===== config.mk =====
export PLATFORM = sky130hd
export DESIGN_NAME = weighted_time_centroid
export DESIGN_NICKNAME = d
export VERILOG_FILES = /design/src/rtl/wtc_pkg.sv /design/src/rtl/wtc_dp.sv /design/src/rtl/wtc_ctrl.sv /design/src/rtl/weighted_time_centroid.sv
export VERILOG_INCLUDE_DIRS = /design/src /design/src/rtl
export SDC_FILE = /design/constraint.sdc
export NUM_CORES = 2
export LEC_CHECK = 0
export BUFFER_PORTS_ARGS = -buffer_cell sky130_fd_sc_hd__buf_2
export CAP_MARGIN = 20
export CORE_UTILIZATION = 60
export CTS_BUF_LIST = sky130_fd_sc_hd__clkbuf_4
export DETAILED_ROUTE_END_ITERATION = 6
export GPL_TIMING_DRIVEN = 0
export PLACE_DENSITY = 0.87
export REMOVE_ABC_BUFFERS = 1
export SLEW_MARGIN = 20
export SYNTH_ARGS = -nofsm -noshare
export SYNTH_HDL_FRONTEND = slang
export SYNTH_SLANG_ARGS = --single-unit

===== constraint.sdc =====
create_clock -name clk_i -period 7.7 [get_ports clk_i]
set_clock_uncertainty 0.15 [all_clocks]
set_input_delay 1.155 -clock clk_i [delete_from_list [all_inputs] [get_ports clk_i]]
set_output_delay 1.155 -clock clk_i [all_outputs]
set_load 0.05 [all_outputs]

===== src/rtl/assert_macros.svh =====
// Assertion macros shared by the RTL of the weighted time centroid block.
// The macros sample on clk_i and are disabled while rst_ni is low.
`ifndef ASSERT_MACROS_SVH
`define ASSERT_MACROS_SVH

// Same-cycle implication.
`define ASSERT_IMPL(lbl, ante, cons, msg) \
  lbl: assert property (@(posedge clk_i) disable iff (!rst_ni) (ante) |-> (cons)) \
    else $error(msg);

// Next-cycle implication.
`define ASSERT_NEXT(lbl, ante, cons, msg) \
  lbl: assert property (@(posedge clk_i) disable iff (!rst_ni) (ante) |=> (cons)) \
    else $error(msg);

`endif


===== src/rtl/wtc_pkg.sv =====
// Package for the weighted time centroid block: widths, payload structs,
// controller/datapath command and status types. No dependencies.
`timescale 1ns / 1ps
`default_nettype none

package wtc_pkg;

  localparam int MaxIntervals = 1024;
  localparam int IdxW         = $clog2(MaxIntervals);
  localparam int VolW         = 32;
  localparam int MomW         = VolW + IdxW;
  localparam int WsumW        = 42;
  localparam int IsumW        = 52;
  localparam int StepW        = 6;
  localparam int SessW        = 11;
  localparam int NumW         = IsumW + StepW;
  localparam int DenW         = WsumW + SessW;
  localparam int RemW         = DenW + 1;
  localparam int QW           = 16;
  localparam int CentW        = QW + 1;
  localparam int DivSteps     = QW;
  localparam int CntW         = $clog2(DivSteps);
  localparam int CfgIdxW      = 1;
  localparam int CfgDataW     = SessW;

  localparam logic [IdxW-1:0]    IdxMax      = IdxW'(MaxIntervals - 1);
  localparam logic [CentW-1:0]   QOne        = CentW'(1) << QW;
  localparam logic [StepW-1:0]   StepReset   = StepW'(5);
  localparam logic [SessW-1:0]   SessReset   = SessW'(389);
  localparam logic [CfgIdxW-1:0] CfgStep     = CfgIdxW'(0);
  localparam logic [CfgIdxW-1:0] CfgSession  = CfgIdxW'(1);

  typedef struct packed {
    logic [VolW-1:0] volume;
    logic            is_missing;
    logic            last_of_series;
  } in_t;

  typedef struct packed {
    logic [CentW-1:0] centroid;
    logic             no_weight;
  } out_t;

  typedef struct packed {
    logic capture;   // take the item, form its moment
    logic accum;     // add into the sums, advance the index
    logic prod;      // form numerator and denominator
    logic div_init;  // load the divider
    logic div_step;  // one quotient bit
    logic load_out;  // write the result register, clear the series
  } cmd_t;

  typedef struct packed {
    logic item_last;
  } sts_t;

endpackage

`default_nettype wire


===== src/rtl/wtc_dp.sv =====
// Datapath of the weighted time centroid: config registers, sums, index,
// product stage, restoring divider and result register. Uses wtc_pkg.
`timescale 1ns / 1ps
`default_nettype none

module wtc_dp (
  input  wire logic                         clk_i,
  input  wire logic                         rst_ni,
  input  wire logic                         cfg_we_i,
  input  wire logic [wtc_pkg::CfgIdxW-1:0]  cfg_idx_i,
  input  wire logic [wtc_pkg::CfgDataW-1:0] cfg_wdata_i,
  input  wire wtc_pkg::in_t                 in_i,
  input  wire wtc_pkg::cmd_t                cmd_i,
  output wtc_pkg::sts_t                     sts_o,
  output wtc_pkg::out_t                     out_o
);

  logic [wtc_pkg::StepW-1:0] step_q;
  logic [wtc_pkg::SessW-1:0] sess_q;
  logic [wtc_pkg::WsumW-1:0] wsum_q, wsum_d;
  logic [wtc_pkg::IsumW-1:0] isum_q, isum_d;
  logic [wtc_pkg::IdxW-1:0]  idx_q, idx_d;

  logic [wtc_pkg::VolW-1:0]  vol_q;
  logic [wtc_pkg::MomW-1:0]  mom_q;
  logic                      last_q;
  logic [wtc_pkg::NumW-1:0]  num_q;
  logic [wtc_pkg::DenW-1:0]  den_q;
  logic [wtc_pkg::RemW-1:0]  rem_q, rem_d;
  logic [wtc_pkg::QW-1:0]    quot_q, quot_d;
  logic                      sat_q, zero_q;
  wtc_pkg::out_t             out_q, out_d;

  logic [wtc_pkg::WsumW:0]   wsum_add;
  logic [wtc_pkg::IsumW:0]   isum_add;
  logic [wtc_pkg::RemW-1:0]  rem_sh;
  logic [wtc_pkg::RemW-1:0]  den_ext;

  always_comb begin
    wsum_add = {1'b0, wsum_q} + (wtc_pkg::WsumW+1)'(vol_q);
    isum_add = {1'b0, isum_q} + (wtc_pkg::IsumW+1)'(mom_q);
    // saturate on carry out
    wsum_d = wsum_add[wtc_pkg::WsumW] ? '1 : wsum_add[wtc_pkg::WsumW-1:0];
    isum_d = isum_add[wtc_pkg::IsumW] ? '1 : isum_add[wtc_pkg::IsumW-1:0];
    idx_d  = (idx_q == wtc_pkg::IdxMax) ? idx_q : idx_q + wtc_pkg::IdxW'(1);

    // remainder stays below the divisor, so the shift fits one extra bit
    den_ext = wtc_pkg::RemW'(den_q);
    rem_sh  = {rem_q[wtc_pkg::RemW-2:0], 1'b0};
    if (rem_sh >= den_ext) begin
      rem_d  = rem_sh - den_ext;
      quot_d = {quot_q[wtc_pkg::QW-2:0], 1'b1};
    end else begin
      rem_d  = rem_sh;
      quot_d = {quot_q[wtc_pkg::QW-2:0], 1'b0};
    end

    out_d.no_weight = (wsum_q == '0);
    if (out_d.no_weight || zero_q) begin
      out_d.centroid = '0;
    end else if (sat_q) begin
      out_d.centroid = wtc_pkg::QOne;
    end else begin
      out_d.centroid = {1'b0, quot_q};
    end
  end

  always_ff @(posedge clk_i or negedge rst_ni) begin
    if (!rst_ni) begin
      step_q <= wtc_pkg::StepReset;
      sess_q <= wtc_pkg::SessReset;
      wsum_q <= '0;
      isum_q <= '0;
      idx_q  <= '0;
    end else begin
      if (cfg_we_i) begin
        unique case (cfg_idx_i)
          wtc_pkg::CfgStep:    step_q <= cfg_wdata_i[wtc_pkg::StepW-1:0];
          wtc_pkg::CfgSession: sess_q <= cfg_wdata_i[wtc_pkg::SessW-1:0];
          default: ;
        endcase
      end
      if (cmd_i.accum) begin
        wsum_q <= wsum_d;
        isum_q <= isum_d;
        idx_q  <= idx_d;
      end
      if (cmd_i.load_out) begin
        wsum_q <= '0;
        isum_q <= '0;
        idx_q  <= '0;
      end
    end
  end

  // payload registers, no reset
  always_ff @(posedge clk_i) begin
    if (cmd_i.capture) begin
      // drop missing samples: a zero addend adds nothing to either sum
      vol_q  <= in_i.is_missing ? '0 : in_i.volume;
      mom_q  <= in_i.is_missing ? '0
              : wtc_pkg::MomW'(in_i.volume) * wtc_pkg::MomW'(idx_q);
      last_q <= in_i.last_of_series;
    end
    if (cmd_i.prod) begin
      num_q <= wtc_pkg::NumW'(isum_q) * wtc_pkg::NumW'(step_q);
      den_q <= wtc_pkg::DenW'(wsum_q) * wtc_pkg::DenW'(sess_q);
    end
    if (cmd_i.div_init) begin
      sat_q  <= (num_q >= wtc_pkg::NumW'(den_q));
      zero_q <= (num_q == '0);
      rem_q  <= num_q[wtc_pkg::RemW-1:0];
      quot_q <= '0;
    end
    if (cmd_i.div_step) begin
      rem_q  <= rem_d;
      quot_q <= quot_d;
    end
    if (cmd_i.load_out) begin
      out_q <= out_d;
    end
  end

  assign sts_o.item_last = last_q;
  assign out_o           = out_q;

endmodule

`default_nettype wire


===== src/rtl/wtc_ctrl.sv =====
// Controller of the weighted time centroid: sequences accumulate, product,
// divide and result load; owns the handshakes. Uses wtc_pkg.
`timescale 1ns / 1ps
`default_nettype none

module wtc_ctrl (
  input  wire logic          clk_i,
  input  wire logic          rst_ni,
  input  wire logic          in_valid_i,
  output logic               in_ready_o,
  output logic               out_valid_o,
  input  wire logic          out_ready_i,
  input  wire wtc_pkg::sts_t sts_i,
  output wtc_pkg::cmd_t      cmd_o
);

  typedef enum logic [2:0] {
    S_IDLE,
    S_ACCUM,
    S_PROD,
    S_INIT,
    S_DIV,
    S_OUT
  } state_e;

  state_e                   state_q, state_d;
  logic [wtc_pkg::CntW-1:0] cnt_q, cnt_d;
  logic                     out_valid_q, out_valid_d;
  logic                     out_free;

  always_comb begin
    cmd_o       = '0;
    state_d     = state_q;
    cnt_d       = cnt_q;
    out_free    = !out_valid_q || out_ready_i;
    out_valid_d = out_valid_q && !out_ready_i;
    unique case (state_q)
      S_IDLE: begin
        if (in_valid_i) begin
          cmd_o.capture = 1'b1;
          state_d       = S_ACCUM;
        end
      end
      S_ACCUM: begin
        cmd_o.accum = 1'b1;
        state_d     = sts_i.item_last ? S_PROD : S_IDLE;
      end
      S_PROD: begin
        cmd_o.prod = 1'b1;
        state_d    = S_INIT;
      end
      S_INIT: begin
        cmd_o.div_init = 1'b1;
        cnt_d          = '0;
        state_d        = S_DIV;
      end
      S_DIV: begin
        cmd_o.div_step = 1'b1;
        cnt_d          = cnt_q + wtc_pkg::CntW'(1);
        if (cnt_q == wtc_pkg::CntW'(wtc_pkg::DivSteps - 1)) begin
          state_d = S_OUT;
        end
      end
      S_OUT: begin
        // hold until the result register is free
        if (out_free) begin
          cmd_o.load_out = 1'b1;
          out_valid_d    = 1'b1;
          state_d        = S_IDLE;
        end
      end
      default: state_d = S_IDLE;
    endcase
  end

  always_ff @(posedge clk_i or negedge rst_ni) begin
    if (!rst_ni) begin
      state_q     <= S_IDLE;
      cnt_q       <= '0;
      out_valid_q <= 1'b0;
    end else begin
      state_q     <= state_d;
      cnt_q       <= cnt_d;
      out_valid_q <= out_valid_d;
    end
  end

  assign in_ready_o  = (state_q == S_IDLE);
  assign out_valid_o = out_valid_q;

endmodule

`default_nettype wire


===== src/rtl/weighted_time_centroid.sv =====
// Top level of the weighted time centroid block: wires controller and
// datapath. Uses wtc_pkg, wtc_ctrl, wtc_dp and assert_macros.svh.
//
// Usage:
// - Input channel in_valid_i/in_ready_o carries one volume sample per item
//   (volume, is_missing, last_of_series). Output channel out_valid_o/
//   out_ready_i carries one result item (centroid Q1.16, no_weight) for
//   each series, after the sample marked last of series.
// - Config: cfg_we_i writes step_minutes (index 0) or session_minutes
//   (index 1) from cfg_wdata_i; write only while idle.
// - Sequence: one item is worked on at a time. A plain sample is
//   captured with the vol*index multiply, then added by the saturating
//   accumulate. A last sample then also forms the numerator and
//   denominator multiplies, loads the divider, runs the bit-serial
//   restoring divider and loads the result register, waiting while a
//   result is still untaken.
// - The result register parts the channels: a new series is accepted while
//   a result waits. If a second result is ready before the first is taken,
//   the block holds it and accepts nothing until the register frees.
// - Reset clears the sums and the index and restores step 5, session 389.
`timescale 1ns / 1ps
`default_nettype none

`include "assert_macros.svh"

module weighted_time_centroid (
  input  wire logic                         clk_i,
  input  wire logic                         rst_ni,
  input  wire logic                         cfg_we_i,
  input  wire logic [wtc_pkg::CfgIdxW-1:0]  cfg_idx_i,
  input  wire logic [wtc_pkg::CfgDataW-1:0] cfg_wdata_i,
  input  wire logic                         in_valid_i,
  output logic                              in_ready_o,
  input  wire wtc_pkg::in_t                 in_i,
  output logic                              out_valid_o,
  input  wire logic                         out_ready_i,
  output wtc_pkg::out_t                     out_o
);

  wtc_pkg::cmd_t cmd;
  wtc_pkg::sts_t sts;

  wtc_ctrl u_ctrl (
    .clk_i       (clk_i),
    .rst_ni      (rst_ni),
    .in_valid_i  (in_valid_i),
    .in_ready_o  (in_ready_o),
    .out_valid_o (out_valid_o),
    .out_ready_i (out_ready_i),
    .sts_i       (sts),
    .cmd_o       (cmd)
  );

  wtc_dp u_dp (
    .clk_i       (clk_i),
    .rst_ni      (rst_ni),
    .cfg_we_i    (cfg_we_i),
    .cfg_idx_i   (cfg_idx_i),
    .cfg_wdata_i (cfg_wdata_i),
    .in_i        (in_i),
    .cmd_i       (cmd),
    .sts_o       (sts),
    .out_o       (out_o)
  );

  `ASSERT_NEXT(a_one_item_at_a_time, in_valid_i && in_ready_o, !in_ready_o, "item overlap")
  `ASSERT_IMPL(a_rise_after_busy, $rose(out_valid_o), $past(!in_ready_o), "result while idle")
  `ASSERT_IMPL(a_centroid_range, out_valid_o, out_o.centroid <= wtc_pkg::QOne, "centroid > 1")
  `ASSERT_IMPL(a_empty_is_zero, out_valid_o && out_o.no_weight, out_o.centroid == '0,
               "empty result not zero")

endmodule

`default_nettype wire


; ---- Word level (Yosys, flattened, before mapping)
; Index checks and enable logic that the tools add are counted.
[classes]
magnitude_cmp = 2
bitwise = 1
eq_ne = 11
n_mux = 32
n_mul = 3
addsub = 5
n_reduce_logical = 16
[ops]
columns = op, count
row1 = $mux W53, 3
row2 = $mux W52, 3
row3 = $mux W42, 3
row4 = $ge A58 B53 Y1, 1
row5 = $logic_not A58 Y1, 1
row6 = $mul A52 B6 Y58, 1
row7 = $ge A54 B53 Y1, 1
row8 = $add A52 B42 Y53, 1
row9 = $mul A42 B11 Y53, 1
row10 = $sub A53 B53 Y53, 1
row11 = $add A42 B32 Y43, 1
row12 = $logic_not A42 Y1, 1
row13 = $mul A32 B10 Y42, 1
row14 = $mux W16, 2
row15 = $mux W10, 3
row16 = $pmux W3 S6, 1
row17 = $mux W17, 1
row18 = $mux W1, 11
row19 = $add A10 B1 Y10 const B, 1
row20 = $eq A10 B10 Y1 const B, 1
row21 = $mux W3, 3
row22 = $pmux W4 S2, 1
row23 = $eq A3 B2 Y1 const B, 2
row24 = $eq A3 B3 Y1 const B, 2
row25 = 15 further kinds, 23
[word_totals]
word_cells = 90
in_bits = 51
ff_bits = 404
output_inout_bits = 20

; ---- Longest topological paths before layout
[depth]
depth_word = 6
depth_mapped = 25
depth_no_buf = 23

; ---- Cells and area by module
; Synthesis repeated with hierarchy kept, for this count alone.
[unflattened]
hier_cells = 6285
area_unflattened_um2 = 56919.6
[by_module_without_submodules]
columns = mod, instances, area_per_inst_um2, cells_each, seq_area_each_um2
row1 = wtc_dp, 1, 56494.2, 6246, 11293.3
row2 = wtc_ctrl, 1, 425.4, 39, 200.2

; ---- Worst setup path before layout
; No wires, ideal clock.
[synth_path]
path_kind = input to register
from = input port in_i[7] (netlist name)
to = register u_dp.mom_q[39] (netlist name) (data pin)
setup_ns = 0.266
required_time_ns = 7.284
setup_slack_ns = 0.606
cell_stages = 24
arrival_time_ns = 6.678
path_buffers = 1
cell_sequence = clkbuf_1 -> nand2_1 -> fa_1 -> inv_1 -> fa_1 -> inv_1 -> fa_1 -> inv_1 -> fa_1 -> inv_1 -> fa_1 -> inv_1 -> ha_1 -> a211oi_1 -> o211ai_1 -> a41oi_1 -> o211ai_1 -> a21oi_1 -> o21ai_1 -> a221oi_2 -> o21ai_1 -> o31ai_1 -> xor2_1 -> nor2_1
[synth_via]
elab_chain_len = 1
[synth_lines]
columns = element, line_no
row1 = "start, declared", weighted_time_centroid.sv:34  ; input wire wtc_pkg::in_t in_i,
row2 = $mul A32 B10 Y42, wtc_dp.sv:102  ; : wtc_pkg::MomW'(in_i.volume) * wtc_pkg::MomW'(idx_q);
row3 = "end signal, assigned", wtc_dp.sv:101  ; mom_q <= in_i.is_missing ? '0
row4 = "end, declared", wtc_dp.sv:25  ; logic [wtc_pkg::MomW-1:0] mom_q;
; No other way between the ends.
; A chain may end at the register's enable or synchronous reset.

; ---- Worst setup path after layout
[layout_path]
from = register u_dp.sess_q[7] (netlist name)
to = register u_dp.den_q[48] (netlist name) (data pin)
[layout_via]
elab_chain_len = 1
[layout_lines]
columns = element, line_no
row1 = "start, declared", wtc_dp.sv:19  ; logic [wtc_pkg::SessW-1:0] sess_q;
row2 = "start signal, assigned", wtc_dp.sv:71  ; sess_q <= wtc_pkg::SessReset;
row3 = "start signal, assigned", wtc_dp.sv:79  ; wtc_pkg::CfgSession: sess_q <= cfg_wdata_i[wtc_pkg::SessW-1:0];
row4 = $mul A42 B11 Y53, wtc_dp.sv:107  ; den_q <= wtc_pkg::DenW'(wsum_q) * wtc_pkg::DenW'(sess_q);
row5 = "end signal, assigned", wtc_dp.sv:107
row6 = "end, declared", wtc_dp.sv:28  ; logic [wtc_pkg::DenW-1:0] den_q;
; No other way between the ends.

==> results.json <==
{
  "crit_end": "u_dp.den_q[48]$_DFFE_PP_",
  "critical_path_arrival_ns": 8.00,
  "crit_type": "flip-flop to flip-flop",
  "synth-edff-count": 275,
  "slew_headroom_pct": 25.34,
  "post-synth-top-area-cell": "fa_1",
  "grt_max_degree": 94,
  "cap_violations": 0,
  "netlist_top_cells_area": "fa_1 28%, edfxtp_1 15%, ha_1 9.2%",
  "place_congestion": 0.9729,
  "slew_viol_final": 0,
  "async_flop_share_pct": 31.93,
  "port_buffers": 70,
  "synth_area_sq_um": 56810,
  "place_inst": 7290,
  "rr_worst_depth": 21,
  "yosysWarnings": 0,
  "synthDominantCellAreaShare_pct": 28.23,
  "rrSetupSlack_ns": 0.19,
  "instances_no_fill": 7495,
  "yosysMostFrequentCell": "nand2_1",
  "reg2reg_from": "u_dp.sess_q[7]$_DFFE_PN1P_",
  "max_freq_mhz": 133.2,
  "postSynthCellCount": 6283,
  "die_area_sq_um": 95920,
  "avgSynthCellArea_sq_um": 9.042,
  "nets": 7415,
  "antenna_found_initial": 13,
  "hold_ws_ns": 0.2537,
  "ctsHtreeMaxLevel": 3,
  "rsz0062_at_grt": "yes",
  "grt_pass1_vias": 46860,
  "status": "finished, final reports clean",
  "holdCritPathClass": "input pin to flip-flop",
  "clock_latency_ns": 0.99,
  "ys.flop_type": "edfxtp_1",
  "grt_overflow_total": 0,
  "design.core.area_sq_um": 93610,
  "crit_fanout": 43,
  "tightest_slew_ns": 1.120,
  "seq_area_frac_synth_pct": 20.23,
  "via_count": 45390,
  "cts_tree": "done",
  "finalHoldViolCount": 0,
  "startpoint": "u_dp.sess_q[7]$_DFFE_PN1P_",
  "path_clk_slew_ns": 0.07,
  "rows": 112,
  "syn_to_final_growth_pct": 4.960,
  "vias_per_cell": 6.056,
  "clock_path_buffers": 3,
  "cts_buffers": 106,
  "fillers": 7413,
  "drc": 0,
  "worst_r2r_endpoint": "u_dp.den_q[48]$_DFFE_PP_",
  "dr.first_iter.drc_count": 3915,
  "ant_nets": 0,
  "min_period_ns": 7.505,
  "boundaryPins": 71,
  "synth_common_cells": "994 x nand2_1, 801 x fa_1, 795 x inv_1",
  "dpl.hpwl_mm": 111.5,
  "synth_seq_cells": 404,
  "multiInputGateArea_sq_um": 41100,
  "start_kind": "flip-flop",
  "grt_pass1_wl_mm": 237.3,
  "chipHeight_microns": 309.7,
  "start_util_pct": 60.69,
  "cts_root_buf": "clkbuf_4",
  "final_util_pct": 63.70,
  "drtPass1Iterations": 6,
  "synth.distinct_cells": 88,
  "crit_path_end_kind": "flip-flop",
  "cts.sinks": 404,
  "required_ns": 8.19,
  "fin_crit_sh_pct": 97.47,
  "fp.dieW_microns": 309.7,
  "setup_viol_count_final": 0,
  "final-seq-area_sq_um": 11540,
  "routed_wl_mm": 145.0,
  "finalSetupTns_ns": 0,
  "wl_per_cell_microns": 19.34,
  "track_usage_pct": 31.10,
  "layout-drive-gt1-share_pct": 5.934
}
[state kept, by name (all words and copies together) (netlist names), 3 cells and up]
register	count
u_dp.sess_q	11
u_dp.out_o	18
u_dp.num_q	58
u_dp.den_q	53
u_dp.vol_q	32
u_dp.isum_q	52
u_dp.quot_q	16
u_ctrl.state_q	3
u_dp.step_q	6
u_dp.wsum_q	42
u_dp.rem_q	53
u_dp.idx_q	10
u_dp.mom_q	42
u_ctrl.cnt_q	4
[routing by layer]
layer | track usage (%) | up-vias | routed length [microns]
li1 | - | 20420 | -
met1 | 38.78 | 22230 | 55410
met2 | 51.26 | 2268 | 68340
met3 | 6.175 | 462 | 13270
met4 | 16.30 | 4 | 7920
met5 | 0 | - | 25
[how the worst min path moves through the flow]
stage,cells past startpoint,to,from,slack [ns]
after detailed placement,1,u_ctrl.state_q[1]$_DFFE_PN0P_,u_dp.sts_o$_DFFE_PP_,0.31
after global routing,2,u_dp.sess_q[9]$_DFFE_PN0P_,cfg_wdata_i[9],0.23
after CTS,2,u_dp.sess_q[9]$_DFFE_PN0P_,cfg_wdata_i[9],0.18
after floorplan,1,u_ctrl.state_q[1]$_DFFE_PN0P_,u_dp.sts_o$_DFFE_PP_,0.28
after global placement,1,u_ctrl.state_q[1]$_DFFE_PN0P_,u_dp.sts_o$_DFFE_PP_,0.28
final,2,u_dp.sess_q[9]$_DFFE_PN0P_,cfg_wdata_i[9],0.25
[stage by stage]
| stage | setup slack, ns | cell area [sq um] |
|---|---|---|
| 6_report | 0.1949 | 59630 |
| 5_1_grt | -0.03394 | 59620 |
| 4_1_cts | 0.03483 | 59540 |
| 3_5_place_dp | -0.2578 | 58110 |
| 3_3_place_gp | -2.854 | 57410 |
| 2_1_floorplan | 0.5408 | 55490 |
[cells by family after synthesis]
| logic type | count (synthesis) | synth area share, % |
|---|---|---|
| buffers and inverters | 1143 | 7.591 |
| DFF | 404 | 20.23 |
| muxes | 38 | 0.7113 |
| adders and majority gates | 1217 | 37.39 |
| xor gates and xnor gates | 252 | 3.885 |
| and+or+nand+nor | 2049 | 17.07 |
| AOI/OAI and AO/OA | 1180 | 13.13 |
[cell usage in the layout (no fill, tap or decap), types with 16 or more instances in the layout]
cell type | Yosys | layout
o21ai_0 | 158 | 158
o31ai_1 | 16 | 16
dfrtp_2 | 0 | 19
nor4_1 | 28 | 28
nand4_1 | 64 | 64
and3_1 | 39 | 39
o21a_1 | 39 | 39
nor2_1 | 216 | 215
nor2b_1 | 84 | 83
a31oi_1 | 77 | 77
edfxtp_1 | 275 | 275
o21ai_1 | 79 | 78
nor3_1 | 48 | 45
clkbuf_4 | 0 | 145
a21o_1 | 185 | 185
mux2_2 | 18 | 18
and2_1 | 390 | 388
o21bai_1 | 56 | 56
buf_2 | 12 | 68
nand2_1 | 994 | 994
inv_1 | 795 | 793
xor2_1 | 100 | 99
nand3_1 | 96 | 96
fa_1 | 801 | 801
xnor2_1 | 152 | 151
a311oi_1 | 16 | 16
a21oi_1 | 374 | 374
o211ai_1 | 23 | 23
clkinv_1 | 0 | 33
a31o_1 | 17 | 17
dfrtp_1 | 123 | 100
nand2b_1 | 30 | 29
mux2i_1 | 19 | 19
ha_1 | 416 | 416
a211oi_1 | 27 | 27
[critical path, stage by stage, from the launching register on]
cell and delay [ns]:
dfstp_4 0.94, nand2_1 0.13, fa_1 0.51, inv_1 0.06, fa_1 0.56, fa_1 0.44, fa_1 0.51, inv_1 0.06
fa_1 0.48, inv_1 0.05, ha_1 0.33, and3_1 0.21, and2_1 0.21, a211oi_1 0.38, a21boi_2 0.17, a21oi_2 0.24
a21oi_2 0.14, a41oi_1 0.40, o21ai_1 0.20, a41oi_1 0.42, o21ai_1 0.17, xor2_2 0.37
[repair_timing]
item	4_1_cts	5_1_grt
setup buffers	0	1
resized for setup	2	12
endpoints found under the hold margin	36	0
hold buffers	1	0
endpoints found under the setup margin	4	7
[layout make-up]
class,count,share of cell area (%)
Multi-Input combinational cell,4736,68.92
Sequential cell,404,19.36
Inverter,796,5.019
Tap cell,1254,2.631
Clock buffer,145,1.825
Timing Repair Buffer,103,1.683
Clock inverter,51,0.5330
Antenna cell,6,0.02518
Power is not shown: default switching activity piles up to over one toggle a cycle in this logic, so the estimate is an artifact.
